`config.mk`:
```
export PLATFORM = sky130hd
export DESIGN_NAME = first_fit_interval_booking_unit
export DESIGN_NICKNAME = d
export VERILOG_FILES = /design/src/rtl/ffib_pkg.sv /design/src/rtl/ffib_cell.sv /design/src/rtl/first_fit_interval_booking_unit.sv
export SDC_FILE = /design/constraint.sdc
export NUM_CORES = 2
export LEC_CHECK = 0
export BUFFER_PORTS_ARGS = -buffer_cell sky130_fd_sc_hd__buf_2
export CORE_MARGIN = 2
export CORE_UTILIZATION = 40
export CTS_BUF_LIST = sky130_fd_sc_hd__clkbuf_4 sky130_fd_sc_hd__clkbuf_8 sky130_fd_sc_hd__clkbuf_16
export CTS_CLUSTER_DIAMETER = 60
export DETAILED_ROUTE_END_ITERATION = 8
export GPL_ROUTABILITY_DRIVEN = 0
export MAX_ROUTING_LAYER = met4
export PLACE_DENSITY_LB_ADDON = 0.08
export SETUP_SLACK_MARGIN = 0.3
export SYNTH_ARGS = -nofsm -noshare
export SYNTH_HDL_FRONTEND = slang
export SYNTH_HIERARCHICAL = 1
export SYNTH_SLANG_ARGS = --single-unit
```
`constraint.sdc`:
```
create_clock -name clk_i -period 6.8 [get_ports clk_i]
set_clock_uncertainty 0.1 [all_clocks]
set_input_delay 0.34 -clock clk_i [delete_from_list [all_inputs] [get_ports clk_i]]
set_output_delay 0.34 -clock clk_i [all_outputs]
set_load 0.01 [all_outputs]
```
`src/rtl/ffib_pkg.sv`:
```
// Shared widths, codes and beat types for the first-fit interval booking unit.
package ffib_pkg;

  localparam int unsigned DAY_W    = 16;
  localparam int unsigned TIME_W   = 16;
  localparam int unsigned CFG_W    = 3;
  localparam int unsigned IDX_W    = 2;
  localparam int unsigned STATUS_W = 2;

  localparam int unsigned RESOURCES_DEF = 4;
  localparam int unsigned SLOTS_DEF     = 16;

  localparam logic [CFG_W-1:0] CFG_RESET = 3'd4;

  typedef enum logic [STATUS_W-1:0] {
    ST_BOOKED   = 2'd0,
    ST_CONFLICT = 2'd1,
    ST_FULL     = 2'd2
  } status_e;

  typedef struct packed {
    logic [DAY_W-1:0]  day;
    logic [TIME_W-1:0] start_time;
    logic [TIME_W-1:0] end_time;
  } req_t;

  // Token that ripples down the cell row during the pick phase.
  typedef struct packed {
    logic             valid;
    logic             booked;
    logic             full_seen;
    logic [IDX_W-1:0] idx;
  } tok_t;

endpackage

```
`src/rtl/ffib_cell.sv`:
```
// One resource: its reservation table, fill count, overlap check and token stage.
module ffib_cell #(
  parameter int unsigned SLOTS  = 16,
  parameter int unsigned INDEX  = 0,
  parameter int unsigned SLOT_W = (SLOTS > 1) ? $clog2(SLOTS) : 1
) (
  input  logic                clk_i,
  input  logic                rst_ni,
  input  ffib_pkg::req_t      req_i,
  input  logic                clr_i,
  input  logic                rd_en_i,
  input  logic [SLOT_W-1:0]   rd_addr_i,
  input  logic                active_i,
  input  ffib_pkg::tok_t      tok_i,
  output ffib_pkg::tok_t      tok_o
);
  import ffib_pkg::*;

  localparam int unsigned FILL_W = $clog2(SLOTS + 1);

  req_t              mem [SLOTS];
  req_t              rdata_q;
  logic              rd_en_q;
  logic [SLOT_W-1:0] addr_q;
  logic [FILL_W-1:0] fill_q, fill_d;
  logic              clash_q, clash_d;
  tok_t              tok_q, tok_d;
  logic              full, hit, take;

  assign full = (fill_q == FILL_W'(SLOTS));

  // Only slots below the fill count have ever been written.
  assign hit = rd_en_q && (FILL_W'(addr_q) < fill_q)
            && (rdata_q.day == req_i.day)
            && (rdata_q.start_time < req_i.end_time)
            && (rdata_q.end_time > req_i.start_time);

  assign take = tok_i.valid && !tok_i.booked && active_i && !clash_q && !full;

  always_comb begin
    tok_d = tok_i;
    if (tok_i.valid && !tok_i.booked && active_i && !clash_q) begin
      if (full) begin
        tok_d.full_seen = 1'b1;
      end else begin
        tok_d.booked = 1'b1;
        tok_d.idx    = IDX_W'(INDEX);
      end
    end
  end

  always_comb begin
    clash_d = clash_q;
    if (clr_i) begin
      clash_d = 1'b0;
    end else if (hit) begin
      clash_d = 1'b1;
    end
    fill_d = take ? fill_q + FILL_W'(1) : fill_q;
  end

  always_ff @(posedge clk_i or negedge rst_ni) begin
    if (!rst_ni) begin
      rd_en_q <= 1'b0;
      clash_q <= 1'b0;
      fill_q  <= '0;
      tok_q   <= '0;
    end else begin
      rd_en_q <= rd_en_i;
      clash_q <= clash_d;
      fill_q  <= fill_d;
      tok_q   <= tok_d;
    end
  end

  // Table port: one read, one append.
  always_ff @(posedge clk_i) begin
    if (rd_en_i) begin
      rdata_q <= mem[rd_addr_i];
    end
    addr_q <= rd_addr_i;
  end

  always_ff @(posedge clk_i) begin
    if (take) begin
      mem[fill_q[SLOT_W-1:0]] <= req_i;
    end
  end

  assign tok_o = tok_q;

  a_fill_bound: assert property (@(posedge clk_i) disable iff (!rst_ni)
    fill_q <= FILL_W'(SLOTS))
    else $error("fill count beyond table depth");

  a_take_grows: assert property (@(posedge clk_i) disable iff (!rst_ni)
    take |=> (fill_q == $past(fill_q) + FILL_W'(1)))
    else $error("booking did not advance fill count");

  a_clear_drops_clash: assert property (@(posedge clk_i) disable iff (!rst_ni)
    clr_i |=> !clash_q)
    else $error("clash flag survived a new request");

endmodule

```
`src/rtl/first_fit_interval_booking_unit.sv`:
```
// Top level of the first-fit interval booking unit: control, config register, cell row.
//
//  channel   | signals                                            | handshake
//  ----------+----------------------------------------------------+--------------------------
//  request   | start, busy, day_i, start_time_i, end_time_i       | beat when start && !busy
//  result    | done_o, status_o, resource_index_o                 | one-cycle strobe, no stall
//  config    | cfg_valid_i, cfg_ready_o, cfg_resources_in_use_i   | beat when valid && ready
//
// One request keeps busy high through the scan, drain and pick states; done_o
// strobes in the cycle busy drops. The scan walks the tables (one read per slot on each
// resource's table) and the pick ripples the token down the cell row.
// Reset clears all fill counts, so every table reads empty; the register returns to 4.
// Results cannot be stalled; a new request may start in the same cycle as done_o.
module first_fit_interval_booking_unit #(
  parameter int unsigned RESOURCES          = ffib_pkg::RESOURCES_DEF,
  parameter int unsigned SLOTS_PER_RESOURCE = ffib_pkg::SLOTS_DEF
) (
  input  logic                           clk_i,
  input  logic                           rst_ni,
  input  logic                           start,
  output logic                           busy,
  input  logic [ffib_pkg::DAY_W-1:0]     day_i,
  input  logic [ffib_pkg::TIME_W-1:0]    start_time_i,
  input  logic [ffib_pkg::TIME_W-1:0]    end_time_i,
  input  logic                           cfg_valid_i,
  output logic                           cfg_ready_o,
  input  logic [ffib_pkg::CFG_W-1:0]     cfg_resources_in_use_i,
  output logic                           done_o,
  output logic [ffib_pkg::STATUS_W-1:0]  status_o,
  output logic [ffib_pkg::IDX_W-1:0]     resource_index_o
);
  import ffib_pkg::*;

  localparam int unsigned SLOT_W = (SLOTS_PER_RESOURCE > 1) ? $clog2(SLOTS_PER_RESOURCE) : 1;

  typedef enum logic [1:0] {
    S_IDLE,
    S_SCAN,
    S_DRAIN,
    S_PICK
  } state_e;

  state_e            state_q;
  logic [SLOT_W-1:0] slot_q;
  logic              inj_q;
  logic [CFG_W-1:0]  cfg_q;
  req_t              req_q;
  logic              done_q;
  status_e           status_q;
  logic [IDX_W-1:0]  idx_q;

  logic              accept;
  logic [RESOURCES-1:0] active;
  tok_t              tok [RESOURCES+1];

  assign busy        = (state_q != S_IDLE);
  assign accept      = start && !busy;
  // Hold off register writes while a request is in flight.
  assign cfg_ready_o = !busy;

  // Inject the token at cell 0 for one cycle once every overlap check has settled.
  assign tok[0] = '{valid: inj_q, booked: 1'b0, full_seen: 1'b0, idx: '0};

  for (genvar g = 0; g < RESOURCES; g++) begin : g_cell
    // Resources at or above the register value are never booked; the row saturates.
    assign active[g] = (32'(cfg_q) > 32'(g));

    ffib_cell #(
      .SLOTS  (SLOTS_PER_RESOURCE),
      .INDEX  (g),
      .SLOT_W (SLOT_W)
    ) u_cell (
      .clk_i     (clk_i),
      .rst_ni    (rst_ni),
      .req_i     (req_q),
      .clr_i     (accept),
      .rd_en_i   (state_q == S_SCAN),
      .rd_addr_i (slot_q),
      .active_i  (active[g]),
      .tok_i     (tok[g]),
      .tok_o     (tok[g+1])
    );
  end

  always_ff @(posedge clk_i or negedge rst_ni) begin
    if (!rst_ni) begin
      state_q  <= S_IDLE;
      slot_q   <= '0;
      inj_q    <= 1'b0;
      cfg_q    <= CFG_RESET;
      req_q    <= '0;
      done_q   <= 1'b0;
      status_q <= ST_BOOKED;
      idx_q    <= '0;
    end else begin
      done_q <= 1'b0;
      inj_q  <= 1'b0;
      if (cfg_valid_i && cfg_ready_o) begin
        cfg_q <= cfg_resources_in_use_i;
      end
      unique case (state_q)
        S_IDLE: begin
          if (accept) begin
            req_q   <= '{day: day_i, start_time: start_time_i, end_time: end_time_i};
            slot_q  <= '0;
            state_q <= S_SCAN;
          end
        end
        S_SCAN: begin
          // Walk every slot; each cell compares the beat read in the previous cycle.
          if (slot_q == SLOT_W'(SLOTS_PER_RESOURCE - 1)) begin
            state_q <= S_DRAIN;
          end else begin
            slot_q <= slot_q + SLOT_W'(1);
          end
        end
        S_DRAIN: begin
          // Last compare lands this cycle; launch the token next.
          inj_q   <= 1'b1;
          state_q <= S_PICK;
        end
        S_PICK: begin
          if (tok[RESOURCES].valid) begin
            done_q  <= 1'b1;
            state_q <= S_IDLE;
            if (tok[RESOURCES].booked) begin
              status_q <= ST_BOOKED;
              idx_q    <= tok[RESOURCES].idx;
            end else begin
              status_q <= tok[RESOURCES].full_seen ? ST_FULL : ST_CONFLICT;
              idx_q    <= '0;
            end
          end
        end
        default: state_q <= S_IDLE;
      endcase
    end
  end

  assign done_o           = done_q;
  assign status_o         = status_q;
  assign resource_index_o = idx_q;

  a_done_idle: assert property (@(posedge clk_i) disable iff (!rst_ni)
    done_o |-> !busy)
    else $error("result strobe while still busy");

  a_accept_busy: assert property (@(posedge clk_i) disable iff (!rst_ni)
    accept |=> busy && !done_o)
    else $error("accepted request did not raise busy");

  a_idx_zero: assert property (@(posedge clk_i) disable iff (!rst_ni)
    (done_o && (status_o != ST_BOOKED)) |-> (resource_index_o == '0))
    else $error("index nonzero on unbooked result");

endmodule

```
==> results.cfg <==
[run_status]
run_status = completed

[sta]
setup_viol = 0
fin_tns_setup_ns = 0
max_freq_mhz = 278
rsz0062_at_grt = no
fin_crit_sh_pct = 52.9
drv_slew = 0
max_slew_margin_pct = 16.1
fin_crit_ns = 3.59
hold_viol_final = 0
worst_pin_slew_ns = 1.26

[global_route]
grt_pass1_vias = 62400
grt_overflow = 0
grt_pass1_wl_mm = 491
grt_antenna_before_repair = 19
grt_usage_pct = 21.9
grt_start_max_net_pins = 136

[hold_path]
worstHoldStart = day_i[9]
hold_class = input port to flip-flop
hold-path-cell-count = 3

[drt]
vias = 59200
dr.pass1.iters = 8
wl_mm = 350
routed_via_density = 5.59
drt-wirelength-per-cell_um = 33.1
antenna_left = 0
drt_iter0_drc = 5955
drc = 0

[placed_design]
portBuffers = 61
dp.final_hpwl_mm = 185

[critical_path]
crit_required_ns = 7.24
crit_arrival_ns = 4.04
crit_slowest_cell = and3_4
crit_path_end_kind = flip-flop
startpoint = cfg_q[2]
crit_fanout = 48
crit_type = flip-flop to flip-flop
worstSetupStartpointType = flip-flop
reg2reg_from = cfg_q[2]
reg2regPathDepth = 5
cpPeakStageDelay_ns = 1.00
path_cells = a21o_1 > and4bb_2 > inv_1 > a31oi_1 > and3_4

[clock_tree]
postCtsResizedCells = 0
clockBufferDepth = 4
clkTransAtPathRegs_ns = 0.06
cts_buffers = 374
post-cts-setup-buffers = 0
cts.sinks = 3391
insertion_delay_ns = 0.94
htreeDepth = 5
ctsHoldBuffers = 72
cts_tree = done
root_buffer = clkbuf_16

[finish]
drive_gt1_share_pct = 32.6
multi_input_area_um2 = 27600
finalNetCount = 6143
area_growth_pct = 15.3
fin_util_pct = 46.4
fillers = 26900
seqCellArea_um2 = 101000

[logic_synthesis]
yosysTopAreaCellShare_pct = 75.2
postSynthCellCount = 5436
synth_top_area_cell = edfxtp_1
ys_ff_latch = 3391
syn_area_per_cell_um2 = 24.0
syn_area_um2 = 130000
synth.area.top_cells = edfxtp_1 75%, mux4_2 17%, dfrtp_1 2.1%
yosys_warnings = 6
yosysUniqueCellTypes = 61
seq_area_frac_synth_pct = 77.5
synth_most_common_cell = edfxtp_1
synthArstFlopShare_pct = 3.27
synthFlopType = edfxtp_1
synth-edff-count = 3264
synthTopCellsByCount = 3264 x edfxtp_1, 958 x mux4_2, 171 x inv_1

[power]
power-per-cell-area_nw_per_um2 = 441
p_leak_nw = 47.5
ir_drop_uv = 391
p_total_mw = 66.3

[die]
fp.dieH_um = 575
dieArea_um2 = 331000
io_pins = 62
core_area_um2 = 324000
initial_core_util_pct = 40.2
dieWidth_um = 575
rows = 209

[run]
drv_cap = 0
[layer usage]
layer	vias up	GRT usage, %	part of all wire, %
met5	-	-	0
met4	0	5.55	2.7
met3	524	2.85	4.7
met2	1653	36.5	51
met1	32800	28.7	42
li1	24200	-	-
[worst max-delay path, delay by kind of cell (launching register included)]
kind,cells,cell delay [ns]
AOI/OAI and AO/OA,2,0.94
buffers and inverters,1,0.14
DFF,1,0.59
and+or+nand+nor,2,1.35
[registers in the layout, indices dropped and copies added, names as in the netlist, 2 cells and up]
signal and count:
slot_q 4, g_cell.u_cell/addr_q 16, g_cell.u_cell/tok_o 20, g_cell.u_cell/fill_q 20, resource_index_o 2, state_q 2
req_q 48, g_cell.u_cell/rd_en_q 4, g_cell.u_cell/clash_q 4, g_cell.u_cell/rdata_q 192, g_cell.u_cell/mem 3072, cfg_q 3
status_o 2
[final timing paths]
check                                                    to  slack [ns]
min in group asynchronous                         req_q[25]        0.40
worst max-delay path            g_cell[2].u_cell/mem[2][14]        3.21
max in group asynchronous                         req_q[28]        4.89
worst min-delay path                              req_q[41]        0.09
worst min register to register    g_cell[0].u_cell/tok_o[4]        0.27
worst max register to register  g_cell[2].u_cell/mem[2][14]        3.21
[metrics by stage]
stage,area [um2],hold WS [ns],instances,setup WS (ns)
after detailed placement,137000,0.264,9808,3.19
final,150000,0.0861,10600,3.21
after floorplan,130000,-0.0556,5440,0.307
after global routing,150000,0.0360,10600,3.02
after global placement,137000,0.255,9808,3.24
after CTS,150000,0.00188,10600,3.18
[power by group]
part           switching, mW  internal (mW)
Clock                   8.37           12.3
Sequential              2.08           27.5
Combinational           9.48           6.58
[layout make-up]
class	instances	share of cell area, %
Inverter	171	0.427
Sequential cell	3391	67.3
Antenna cell	8	0.0133
Timing Repair Buffer	346	1.94
Clock buffer	474	6.90
Clock inverter	211	1.48
Multi-Input combinational cell	1647	18.4
Tap cell	4325	3.60
[kinds of logic after synthesis]
kind of cell / share of synthesized area, %
adder cells (fa/ha/maj): 1.51
AND/OR/NAND/NOR: 1.06
AO/OA/AOI/OAI: 0.671
buffers and inverters: 1.62
flip-flops: 77.5
multiplexers: 17.1
other: 0.00288
XOR/XNOR: 0.537
[cells in the final DEF, fill, tap and decap left out, drive strengths merged, types with 14 or more instances in the layout]
cell type and count:
nor2 35, dlygate4sd3 71, buf 275, xnor2 54
clkinvlp 15, nor4 32, inv 187, nand4 35
xor2 26, bufinv 38, o21ai 19, nor3 20
nor2b 14, edfxtp 3264, and3 16, nand2b 16
nand3 17, nand2 53, clkinv 142, mux2 52
mux4 960, a21oi 50, dfrtp 110, dfxtp 16
ha 157, clkbuf 474
No activity file was read; power rests on OpenSTA's default activity.
